--- config.mk ---
export PLATFORM = sky130hd
export DESIGN_NAME = linear_queue_with_search_core_flat
export DESIGN_NICKNAME = d
export VERILOG_FILES = /design/src/sv/lqs_pkg.sv /design/src/sv/lqs_ifs.sv /design/src/sv/lqs_ram.sv /design/src/sv/lqs_ctrl.sv /design/src/sv/lqs_dp.sv /design/src/sv/linear_queue_with_search_core.sv /design/src/flat_wrapper.sv
export SDC_FILE = /design/constraint.sdc
export NUM_CORES = 2
export LEC_CHECK = 0
export ABC_AREA = 1
export BUFFER_PORTS_ARGS = -buffer_cell sky130_fd_sc_hd__buf_2
export CAP_MARGIN = 20
export CORE_MARGIN = 8
export CORE_UTILIZATION = 29
export CTS_BUF_LIST = sky130_fd_sc_hd__clkbuf_16
export DETAILED_ROUTE_END_ITERATION = 8
export PLACE_DENSITY = 0.42
export SYNTH_ARGS = -nofsm -noshare
export SYNTH_HDL_FRONTEND = slang
export SYNTH_SLANG_ARGS = --single-unit
--- constraint.sdc ---
create_clock -name clk -period 8.8 [get_ports clk]
set_input_delay 0.88 -clock clk [delete_from_list [all_inputs] [get_ports clk]]
set_output_delay 0.88 -clock clk [all_outputs]
set_load 0.005 [all_outputs]
--- src/sv/lqs_pkg.sv ---
// Shared types, codes and constants of the linear queue with search.
package lqs_pkg;

	// Sizes fixed by the request and result formats
	localparam int LQS_DEPTH  = 32;
	localparam int DATA_W     = 32;
	localparam int CAP_W      = 6;
	localparam int POS_W      = 6;
	localparam int REQ_W      = 2;
	localparam int STAT_W     = 2;

	localparam logic [CAP_W-1:0] CAP_RESET = CAP_W'(20);

	// Request kinds
	typedef enum logic [REQ_W-1:0] {
		REQ_ENQ     = 2'd0,
		REQ_DEQ     = 2'd1,
		REQ_SEARCH  = 2'd2,
		REQ_REPLACE = 2'd3
	} lqs_req_t;

	// Result status codes
	typedef enum logic [STAT_W-1:0] {
		STAT_OK       = 2'd0,
		STAT_OVERFLOW = 2'd1,
		STAT_EMPTY    = 2'd2,
		STAT_NOTFOUND = 2'd3
	} lqs_stat_t;

	// Controller states
	typedef enum logic [2:0] {
		ST_IDLE,
		ST_EXEC,
		ST_DEQ_WAIT,
		ST_SCAN,
		ST_DONE
	} lqs_state_t;

	// Commands from controller to datapath
	typedef struct packed {
		logic latch;      // capture the incoming request
		logic enq_write;  // write the word at the tail, move the tail
		logic res_ovf;    // result: overflow
		logic res_empty;  // result: queue empty
		logic deq_issue;  // read the head slot
		logic deq_pop;    // take the head word, move the head
		logic scan_start; // read the head slot, pointer to head
		logic scan_next;  // advance the scan pointer
		logic scan_hit;   // first match found at the pointer
		logic scan_miss;  // tail passed without a match
		logic out_load;   // move the result into the output register
	} lqs_cmd_t;

	// Status from datapath to controller
	typedef struct packed {
		lqs_req_t req;
		logic     full;
		logic     empty;
		logic     match;
		logic     at_tail;
		logic     out_free;
	} lqs_sts_t;

endpackage

--- src/sv/lqs_ifs.sv ---
// Channel interfaces: request, result and configuration.

interface lqs_req_if import lqs_pkg::*; ();
	logic                     valid;
	logic                     ready;
	logic [REQ_W-1:0]         req_type;
	logic signed [DATA_W-1:0] value;
	logic signed [DATA_W-1:0] new_value;

	modport source (output valid, req_type, value, new_value, input ready);
	modport sink   (input valid, req_type, value, new_value, output ready);
endinterface

interface lqs_rsp_if import lqs_pkg::*; ();
	logic                     valid;
	logic                     ready;
	logic [STAT_W-1:0]        status;
	logic signed [DATA_W-1:0] read_data;
	logic [POS_W-1:0]         position;
	logic                     is_empty;
	logic                     is_full;

	modport source (output valid, status, read_data, position, is_empty, is_full,
		input ready);
	modport sink   (input valid, status, read_data, position, is_empty, is_full,
		output ready);
endinterface

interface lqs_cfg_if import lqs_pkg::*; ();
	logic             valid;
	logic             ready;
	logic [CAP_W-1:0] data;

	modport source (output valid, data, input ready);
	modport sink   (input valid, data, output ready);
endinterface

--- src/sv/lqs_ram.sv ---
// Generic single-write, single-read RAM with registered read data.
module lqs_ram #(
	parameter int WIDTH = 32,
	parameter int DEPTH = 32
) (
	input  logic                     clk,
	input  logic                     we,
	input  logic [$clog2(DEPTH)-1:0] waddr,
	input  logic [WIDTH-1:0]         wdata,
	input  logic                     re,
	input  logic [$clog2(DEPTH)-1:0] raddr,
	output logic [WIDTH-1:0]         rdata
);

	logic [WIDTH-1:0] mem_q [DEPTH];

	// Write port
	always_ff @(posedge clk) begin
		if (we) begin
			mem_q[waddr] <= wdata;
		end
	end

	// Registered read port
	always_ff @(posedge clk) begin
		if (re) begin
			rdata <= mem_q[raddr];
		end
	end

endmodule

--- src/sv/lqs_ctrl.sv ---
// Request sequencer: decides the steps of each request from datapath status.
module lqs_ctrl import lqs_pkg::*; (
	input  logic     clk,
	input  logic     arst_n,
	input  logic     in_valid,
	output logic     in_ready,
	input  lqs_sts_t sts,
	output lqs_cmd_t cmd
);

	lqs_state_t state_q, state_d;

	// State register
	always_ff @(posedge clk or negedge arst_n) begin
		if (!arst_n) begin
			state_q <= ST_IDLE;
		end else begin
			state_q <= state_d;
		end
	end

	// Next state
	always_comb begin
		state_d = state_q;
		case (state_q)
			ST_IDLE: begin
				if (in_valid) state_d = ST_EXEC;
			end
			ST_EXEC: begin
				case (sts.req)
					REQ_ENQ: state_d = ST_DONE;
					REQ_DEQ: state_d = sts.empty ? ST_DONE : ST_DEQ_WAIT;
					default: state_d = sts.empty ? ST_DONE : ST_SCAN;
				endcase
			end
			ST_DEQ_WAIT: state_d = ST_DONE;
			ST_SCAN: begin
				if (sts.match || sts.at_tail) state_d = ST_DONE;
			end
			ST_DONE: begin
				if (sts.out_free) state_d = ST_IDLE;
			end
			default: state_d = ST_IDLE;
		endcase
	end

	// Outputs
	always_comb begin
		cmd      = '0;
		in_ready = 1'b0;
		case (state_q)
			ST_IDLE: begin
				in_ready  = 1'b1;
				cmd.latch = in_valid;
			end
			ST_EXEC: begin
				case (sts.req)
					REQ_ENQ: begin
						cmd.res_ovf   = sts.full;
						cmd.enq_write = !sts.full;
					end
					REQ_DEQ: begin
						cmd.res_empty = sts.empty;
						cmd.deq_issue = !sts.empty;
					end
					default: begin
						cmd.res_empty  = sts.empty;
						cmd.scan_start = !sts.empty;
					end
				endcase
			end
			ST_DEQ_WAIT: cmd.deq_pop = 1'b1;
			ST_SCAN: begin
				cmd.scan_hit  = sts.match;
				cmd.scan_miss = !sts.match && sts.at_tail;
				cmd.scan_next = !sts.match && !sts.at_tail;
			end
			ST_DONE: cmd.out_load = sts.out_free;
			default: ;
		endcase
	end

endmodule

--- src/sv/lqs_dp.sv ---
// Queue datapath: slot store, indices, scan pointer and result registers.
module lqs_dp import lqs_pkg::*; #(
	parameter int DEPTH = LQS_DEPTH
) (
	input  logic                     clk,
	input  logic                     arst_n,
	// request payload
	input  logic [REQ_W-1:0]         req_type,
	input  logic signed [DATA_W-1:0] value,
	input  logic signed [DATA_W-1:0] new_value,
	// configuration
	input  logic                     cfg_valid,
	input  logic [CAP_W-1:0]         cfg_data,
	// control
	input  lqs_cmd_t                 cmd,
	output lqs_sts_t                 sts,
	// result channel
	output logic                     rsp_valid,
	input  logic                     rsp_ready,
	output logic [STAT_W-1:0]        rsp_status,
	output logic signed [DATA_W-1:0] rsp_read_data,
	output logic [POS_W-1:0]         rsp_position,
	output logic                     rsp_is_empty,
	output logic                     rsp_is_full
);

	localparam int IW = $clog2(DEPTH);
	localparam int CW = ((IW > CAP_W) ? IW : CAP_W) + 1;
	localparam logic [CW-1:0] DEPTH_C = CW'(DEPTH);

	logic [CAP_W-1:0]  cap_q;
	logic [IW-1:0]     head_q, tail_q, ptr_q;
	logic              empty_q;
	lqs_req_t          req_q;
	logic [DATA_W-1:0] value_q, new_value_q;
	lqs_stat_t         status_q;
	logic [DATA_W-1:0] data_q;
	logic [POS_W-1:0]  pos_q;
	logic              out_valid_q;

	logic [CW-1:0]     cap_x, cap_eff;
	logic              full;
	logic [IW-1:0]     tail_inc, ptr_inc;
	logic [IW:0]       pos_full;
	logic              we;
	logic [IW-1:0]     waddr, raddr;
	logic [DATA_W-1:0] wdata, rdata;
	logic              re;

	// Effective capacity, clamped to one..DEPTH, and the full test
	always_comb begin
		cap_x   = CW'(cap_q);
		cap_eff = cap_x;
		if (cap_x == '0) cap_eff = CW'(1);
		if (cap_x > DEPTH_C) cap_eff = DEPTH_C;
		full = !empty_q && (CW'(tail_q) >= cap_eff - CW'(1));
	end

	assign tail_inc = tail_q + IW'(1);
	assign ptr_inc  = ptr_q + IW'(1);
	assign pos_full = {1'b0, ptr_q} + (IW+1)'(1);

	// Store ports: enqueue and replace write, head or next pointer read
	assign we    = cmd.enq_write || (cmd.scan_hit && req_q == REQ_REPLACE);
	assign waddr = cmd.enq_write ? (empty_q ? '0 : tail_inc) : ptr_q;
	assign wdata = cmd.enq_write ? value_q : new_value_q;
	assign re    = cmd.deq_issue || cmd.scan_start || cmd.scan_next;
	assign raddr = (cmd.deq_issue || cmd.scan_start) ? head_q : ptr_inc;

	lqs_ram #(
		.WIDTH (DATA_W),
		.DEPTH (DEPTH)
	) u_slots (
		.clk   (clk),
		.we    (we),
		.waddr (waddr),
		.wdata (wdata),
		.re    (re),
		.raddr (raddr),
		.rdata (rdata)
	);

	// Capacity register
	always_ff @(posedge clk or negedge arst_n) begin
		if (!arst_n) begin
			cap_q <= CAP_RESET;
		end else if (cfg_valid) begin
			cap_q <= cfg_data;
		end
	end

	// Head, tail and empty flag
	always_ff @(posedge clk or negedge arst_n) begin
		if (!arst_n) begin
			head_q  <= '0;
			tail_q  <= '0;
			empty_q <= 1'b1;
		end else if (cmd.enq_write) begin
			if (empty_q) begin
				head_q  <= '0;
				tail_q  <= '0;
				empty_q <= 1'b0;
			end else begin
				tail_q <= tail_inc;
			end
		end else if (cmd.deq_pop) begin
			if (head_q >= tail_q) begin
				head_q  <= '0;
				tail_q  <= '0;
				empty_q <= 1'b1;
			end else begin
				head_q <= head_q + IW'(1);
			end
		end
	end

	// Request capture and scan pointer
	always_ff @(posedge clk) begin
		if (cmd.latch) begin
			req_q       <= lqs_req_t'(req_type);
			value_q     <= value;
			new_value_q <= new_value;
		end
		if (cmd.scan_start) begin
			ptr_q <= head_q;
		end else if (cmd.scan_next) begin
			ptr_q <= ptr_inc;
		end
	end

	// Result being built
	always_ff @(posedge clk) begin
		if (cmd.latch) begin
			status_q <= STAT_OK;
			data_q   <= '0;
			pos_q    <= '0;
		end
		if (cmd.res_ovf) status_q <= STAT_OVERFLOW;
		if (cmd.res_empty) begin
			status_q <= STAT_EMPTY;
			data_q   <= (req_q == REQ_DEQ) ? '1 : '0;
		end
		if (cmd.deq_pop) data_q <= rdata;
		if (cmd.scan_hit && req_q == REQ_SEARCH) pos_q <= POS_W'(pos_full);
		if (cmd.scan_miss) status_q <= STAT_NOTFOUND;
	end

	// Output register
	always_ff @(posedge clk or negedge arst_n) begin
		if (!arst_n) begin
			out_valid_q <= 1'b0;
		end else if (cmd.out_load) begin
			out_valid_q <= 1'b1;
		end else if (rsp_ready) begin
			out_valid_q <= 1'b0;
		end
	end

	always_ff @(posedge clk) begin
		if (cmd.out_load) begin
			rsp_status    <= status_q;
			rsp_read_data <= data_q;
			rsp_position  <= pos_q;
			rsp_is_empty  <= empty_q;
			rsp_is_full   <= full;
		end
	end

	assign rsp_valid = out_valid_q;

	// Status to the controller
	always_comb begin
		sts.req      = req_q;
		sts.full     = full;
		sts.empty    = empty_q;
		sts.match    = (rdata == value_q);
		sts.at_tail  = (ptr_q == tail_q);
		sts.out_free = !out_valid_q || rsp_ready;
	end

`ifndef ASSERT_OFF
	a_head_le_tail: assert property (@(posedge clk) disable iff (!arst_n)
		!empty_q |-> head_q <= tail_q)
		else $error("head index beyond tail");

	a_empty_zero: assert property (@(posedge clk) disable iff (!arst_n)
		empty_q |-> (head_q == '0 && tail_q == '0))
		else $error("empty queue with non-zero indices");

	a_enq_fills: assert property (@(posedge clk) disable iff (!arst_n)
		cmd.enq_write |=> !empty_q)
		else $error("queue still empty after enqueue");

	a_load_free: assert property (@(posedge clk) disable iff (!arst_n)
		cmd.out_load |-> (!out_valid_q || rsp_ready))
		else $error("result loaded over an unread result");
`endif

endmodule

--- src/sv/linear_queue_with_search_core.sv ---
// Top level of the linear queue with search: controller, datapath, channels.
//
//  channel  dir  handshake      payload
//  req      in   valid/ready    req_type, value, new_value
//  rsp      out  valid/ready    status, read_data, position, is_empty, is_full
//  cfg      in   valid/ready    data (capacity)
//
// Enqueue passes through EXEC and DONE after acceptance, dequeue through
// EXEC, DEQ_WAIT and DONE; search and replace stay in SCAN between EXEC and
// DONE while one comparator walks at most DEPTH slots, one read per cycle.
// One request is in progress at a time; a new one is accepted while the last
// result still waits in the output register.
// Reset (arst_n, asynchronous) empties the queue and sets capacity to 20.
// cfg is always ready.
module linear_queue_with_search_core import lqs_pkg::*; #(
	parameter int DEPTH = LQS_DEPTH
) (
	input logic      clk,
	input logic      arst_n,
	lqs_req_if.sink   req,
	lqs_rsp_if.source rsp,
	lqs_cfg_if.sink   cfg
);

	lqs_cmd_t cmd;
	lqs_sts_t sts;

	// Capacity writes are taken at any time
	assign cfg.ready = 1'b1;

	// Sequencer
	lqs_ctrl u_ctrl (
		.clk      (clk),
		.arst_n   (arst_n),
		.in_valid (req.valid),
		.in_ready (req.ready),
		.sts      (sts),
		.cmd      (cmd)
	);

	// Datapath
	lqs_dp #(
		.DEPTH (DEPTH)
	) u_dp (
		.clk           (clk),
		.arst_n        (arst_n),
		.req_type      (req.req_type),
		.value         (req.value),
		.new_value     (req.new_value),
		.cfg_valid     (cfg.valid),
		.cfg_data      (cfg.data),
		.cmd           (cmd),
		.sts           (sts),
		.rsp_valid     (rsp.valid),
		.rsp_ready     (rsp.ready),
		.rsp_status    (rsp.status),
		.rsp_read_data (rsp.read_data),
		.rsp_position  (rsp.position),
		.rsp_is_empty  (rsp.is_empty),
		.rsp_is_full   (rsp.is_full)
	);

endmodule

--- src/flat_wrapper.sv ---
// flat-port wrapper written by rule: the top's interface ports become plain ports
module linear_queue_with_search_core_flat import lqs_pkg::*;
#(
	parameter int DEPTH = LQS_DEPTH
)
  (clk, arst_n, req_valid, req_req_type, req_value, req_new_value, req_ready, rsp_valid, rsp_status, rsp_read_data, rsp_position, rsp_is_empty, rsp_is_full, rsp_ready, cfg_valid, cfg_data, cfg_ready);
  lqs_req_if req_i ();
  lqs_rsp_if rsp_i ();
  lqs_cfg_if cfg_i ();
  input logic clk;
  input logic arst_n;
  input wire logic [$bits(req_i.valid)-1:0] req_valid;
  input wire logic [$bits(req_i.req_type)-1:0] req_req_type;
  input wire logic [$bits(req_i.value)-1:0] req_value;
  input wire logic [$bits(req_i.new_value)-1:0] req_new_value;
  output wire logic [$bits(req_i.ready)-1:0] req_ready;
  output wire logic [$bits(rsp_i.valid)-1:0] rsp_valid;
  output wire logic [$bits(rsp_i.status)-1:0] rsp_status;
  output wire logic [$bits(rsp_i.read_data)-1:0] rsp_read_data;
  output wire logic [$bits(rsp_i.position)-1:0] rsp_position;
  output wire logic [$bits(rsp_i.is_empty)-1:0] rsp_is_empty;
  output wire logic [$bits(rsp_i.is_full)-1:0] rsp_is_full;
  input wire logic [$bits(rsp_i.ready)-1:0] rsp_ready;
  input wire logic [$bits(cfg_i.valid)-1:0] cfg_valid;
  input wire logic [$bits(cfg_i.data)-1:0] cfg_data;
  output wire logic [$bits(cfg_i.ready)-1:0] cfg_ready;
  assign req_i.valid = req_valid;
  assign req_i.req_type = req_req_type;
  assign req_i.value = req_value;
  assign req_i.new_value = req_new_value;
  assign req_ready = req_i.ready;
  assign rsp_valid = rsp_i.valid;
  assign rsp_status = rsp_i.status;
  assign rsp_read_data = rsp_i.read_data;
  assign rsp_position = rsp_i.position;
  assign rsp_is_empty = rsp_i.is_empty;
  assign rsp_is_full = rsp_i.is_full;
  assign rsp_i.ready = rsp_ready;
  assign cfg_i.valid = cfg_valid;
  assign cfg_i.data = cfg_data;
  assign cfg_ready = cfg_i.ready;
  linear_queue_with_search_core #(.DEPTH(DEPTH)) u_core (.clk(clk), .arst_n(arst_n), .req(req_i), .rsp(rsp_i), .cfg(cfg_i));
endmodule
==> results.toml <==
[outcome]
status = "complete, no violations"

[flow_run]
cap_violations = 0

[synthesis]
synth_common_cells = "1207 x edfxtp_1, 1190 x nand2_1, 1029 x nand3_1"
async_flop_share_pct = 1.71
ys_top_cells_by_area = "edfxtp_1 68%, nand3_1 9.6%, nand2_1 8.4%"
seq_area_frac_synth_pct = 68.9
mappedNetlistArea_sq_um = 53400
synth_edf_count = 1207
synth_area_leader_cell = "edfxtp_1"
syn_nets = 5106
ys_ff_latch = 1230
synth_most_common_cell = "edfxtp_1"
syn_avg_cell_area_sq_um = 10.7
synth_ff_type = "edfxtp_1"
yosys_warnings = 0
yosysTopAreaCellShare_pct = 67.9
ys_types = 36
synth_cells = 5015

[global_routing]
grt-ovfl-total = 0
grt_pass1_wl_um = 239000
grt_max_degree = 150
antenna_found_initial = 15
grt_usage_pct = 16.1
grt_pass1_vias = 33700

[die]
num_rows = 157
die_w_um = 445
ios = 122
start_util_pct = 29.2
die_h_um = 445
coreArea_sq_um = 183000
die-area_sq_um = 198000

[sta]
fin_setup_tns_ns = 0
fin_crit_ns = 5.83
max_slew.worst_pin.slew_ns = 1.15
setup_viol = 0
hold_viol = 0
drv_slew = 0
relSlewSlack_pct = 23.3
rsz0062_at_grt = "no"
fin_crit_sh_pct = 66.2
clock_skew_ns = 0.0364
fmax_ghz = 0.172

[worst_setup_path]
rrSetupSlack_ns = 2.97
crit_required_ns = 9.24
crit_end = "u_core.u_dp.u_slots.mem_q[9][11]$_DFFE_PP_"
path_max_fanout = 62
crit_arrival_ns = 6.26
end_kind = "flip-flop"
criticalPathCategory = "reg2reg"
regToRegStartpoint = "u_core.u_dp.cap_q[1]$_DFFE_PN0P_"
worst_setup_path_start_kind = "flip-flop"
startpoint = "u_core.u_dp.cap_q[1]$_DFFE_PN0P_"
r2r_end = "u_core.u_dp.u_slots.mem_q[9][11]$_DFFE_PP_"
reg2reg_depth = 19

[pwr]
ir_drop_mv = 0.255
p_per_area_nw_per_um2 = 346
p_leak_nw = 25.4

[clock_network]
htreeDepth = 4
cts_setup_buffers = 0
clock_path_buffers = 3
cts_made_buffers = 144
cts.sinks = 1230
cts_tree = "built"
path_clk_slew_ns = 0.06
worst_skew_pair.late_latency_ns = 0.78
cts_root_buffer = "clkbuf_16"
cts_resized = 0
cts_hold_buf = 0

[cells_and_area]
final_nets = 5195
area_growth_pct = 16.0
final_cells = 7681
drive_gt1_share_pct = 9.11

[drt]
wirelength_um = 164000
drt_iter0_drc = 3002
num_vias = 35000
drc = 0
final_antenna_net_count = 0
viasPerCell = 4.56
dr.pass1.iters = 5
wire_per_inst_um = 21.4

[place]
place_congestion = 0.813
dp_hpwl_um = 97200
portBuffers = 120
post-place-cells = 7412

[min_path]
hp-class = "in2async"
-- sequential cells by signal, summed over array words and instances (netlist names) --
register and count:
u_core.u_ctrl.state_q 3, u_core.u_dp.cap_q 6, u_core.u_dp.data_q 32, u_core.u_dp.empty_q 1
u_core.u_dp.head_q 5, u_core.u_dp.new_value_q 32, u_core.u_dp.pos_q 6, u_core.u_dp.ptr_q 5
u_core.u_dp.req_q 2, u_core.u_dp.rsp_is_empty 1, u_core.u_dp.rsp_is_full 1, u_core.u_dp.rsp_position 6
u_core.u_dp.rsp_read_data 32, u_core.u_dp.rsp_status 2, u_core.u_dp.rsp_valid 1, u_core.u_dp.status_q 2
u_core.u_dp.tail_q 5, u_core.u_dp.u_slots.mem_q 1024, u_core.u_dp.u_slots.rdata 32, u_core.u_dp.value_q 32
-- layout make-up --
cell class | instances | area [sq um]
Fill cell | 18500 | 121000
Clock buffer | 148 | 3700
Antenna cell | 2 | 5.00
Timing Repair Buffer | 200 | 1580
Inverter | 977 | 3680
Multi-Input combinational cell | 2551 | 12300
Tap cell | 2464 | 3080
Clock inverter | 109 | 741
Sequential cell | 1230 | 36800
-- power by group --
group	leakage (nW)	switching, mW	internal (mW)
Clock	2.32	2.45	3.25
Combinational	11.8	6.14	1.86
Sequential	11.2	0.273	7.44
Total	25.4	8.86	12.6
-- how the worst min path moves through the flow --
stage / start / end / slack (ns) / cells past startpoint
finish: arst_n / u_core.u_dp.tail_q[2]$_DFFE_PN0P_ / 0.1 / 1
global route: arst_n / u_core.u_dp.tail_q[2]$_DFFE_PN0P_ / 0.09 / 1
CTS: arst_n / u_core.u_dp.tail_q[2]$_DFFE_PN0P_ / 0.06 / 1
detailed placement: u_core.u_dp.data_q[11]$_DFFE_PP_ / u_core.u_dp.rsp_read_data[11]$_DFFE_PP_ / 0.40 / 0
global placement: u_core.u_dp.data_q[13]$_DFFE_PP_ / u_core.u_dp.rsp_read_data[13]$_DFFE_PP_ / 0.40 / 0
floorplan: u_core.u_dp.pos_q[0]$_SDFFCE_PN0P_ / u_core.u_dp.rsp_position[0]$_DFFE_PP_ / 0.40 / 0
-- cells in the final DEF (no fill, tap or decap), drive strengths merged --
cell type / n
conb: 1
xor2: 7
o21ai: 54
clkinvlp: 2
ha: 14
a31oi: 1
clkbuf: 148
nand4: 10
dfrtp: 18
nor2: 67
mux2: 1
a21oi: 5
a21boi: 1
inv: 1023
nor3: 7
bufinv: 7
dfstp: 3
diode: 2
nand3: 1030
nand2: 1195
xnor2: 21
o211ai: 2
clkinv: 54
buf: 200
edfxtp: 1207
nand3b: 131
o22ai: 4
dfxtp: 2
-- logic make-up after synthesis --
logic type	synth area share [%]
compound gates	0.661
xor+xnor	0.459
fa+ha+maj	0.328
buf+inv	8.97
flops	68.9
mux	0.0211
other cells	0.00702
simple gates	20.6
-- critical path, stage by stage (launching register included) --
cell     delay (ns)
dfrtp_1        0.40
nor2_1         0.11
nand4_1        0.10
o21ai_0        0.20
nand2_1        0.13
ha_1           0.25
xor2_1         0.17
ha_1           0.32
nand3_1        0.09
nand3_1        0.10
nand3_1        0.07
nand2_1        0.07
nand3_1        0.23
nand2_2        0.14
buf_4          0.68
nand2_1        0.09
o21ai_0        0.16
nand3_1        0.78
nor2_4         0.94
buf_4          0.43
-- stage by stage --
stage / hold slack (ns) / area, sq um / utilization (%) / setup WS (ns) / power (mW)
finish: 0.0996 / 61900 / 33.8 / 2.97 / 21.4
global route: 0.0900 / 61900 / 33.8 / 2.61 / 22.6
CTS: 0.0630 / 61700 / 33.7 / 3.01 / 21.7
detailed placement: 0.405 / 57300 / 31.3 / 3.03 / 15.9
global placement: 0.405 / 57000 / 31.2 / 2.93 / 15.9
floorplan: 0.400 / 53400 / - / 4.39 / 12.3
-- layer usage --
| layer | GRT usage [%] | vias to the layer above | wire length (um) |
|---|---|---|---|
| met3 | 3.00 | 234 | 9360 |
| li1 | - | 16700 | - |
| met1 | 23.9 | 17100 | 79600 |
| met2 | 24.3 | 973 | 71200 |
| met4 | 4.29 | 0 | 4080 |
| met5 | 0 | - | 0 |
Power figures use the tool's default switching activity.
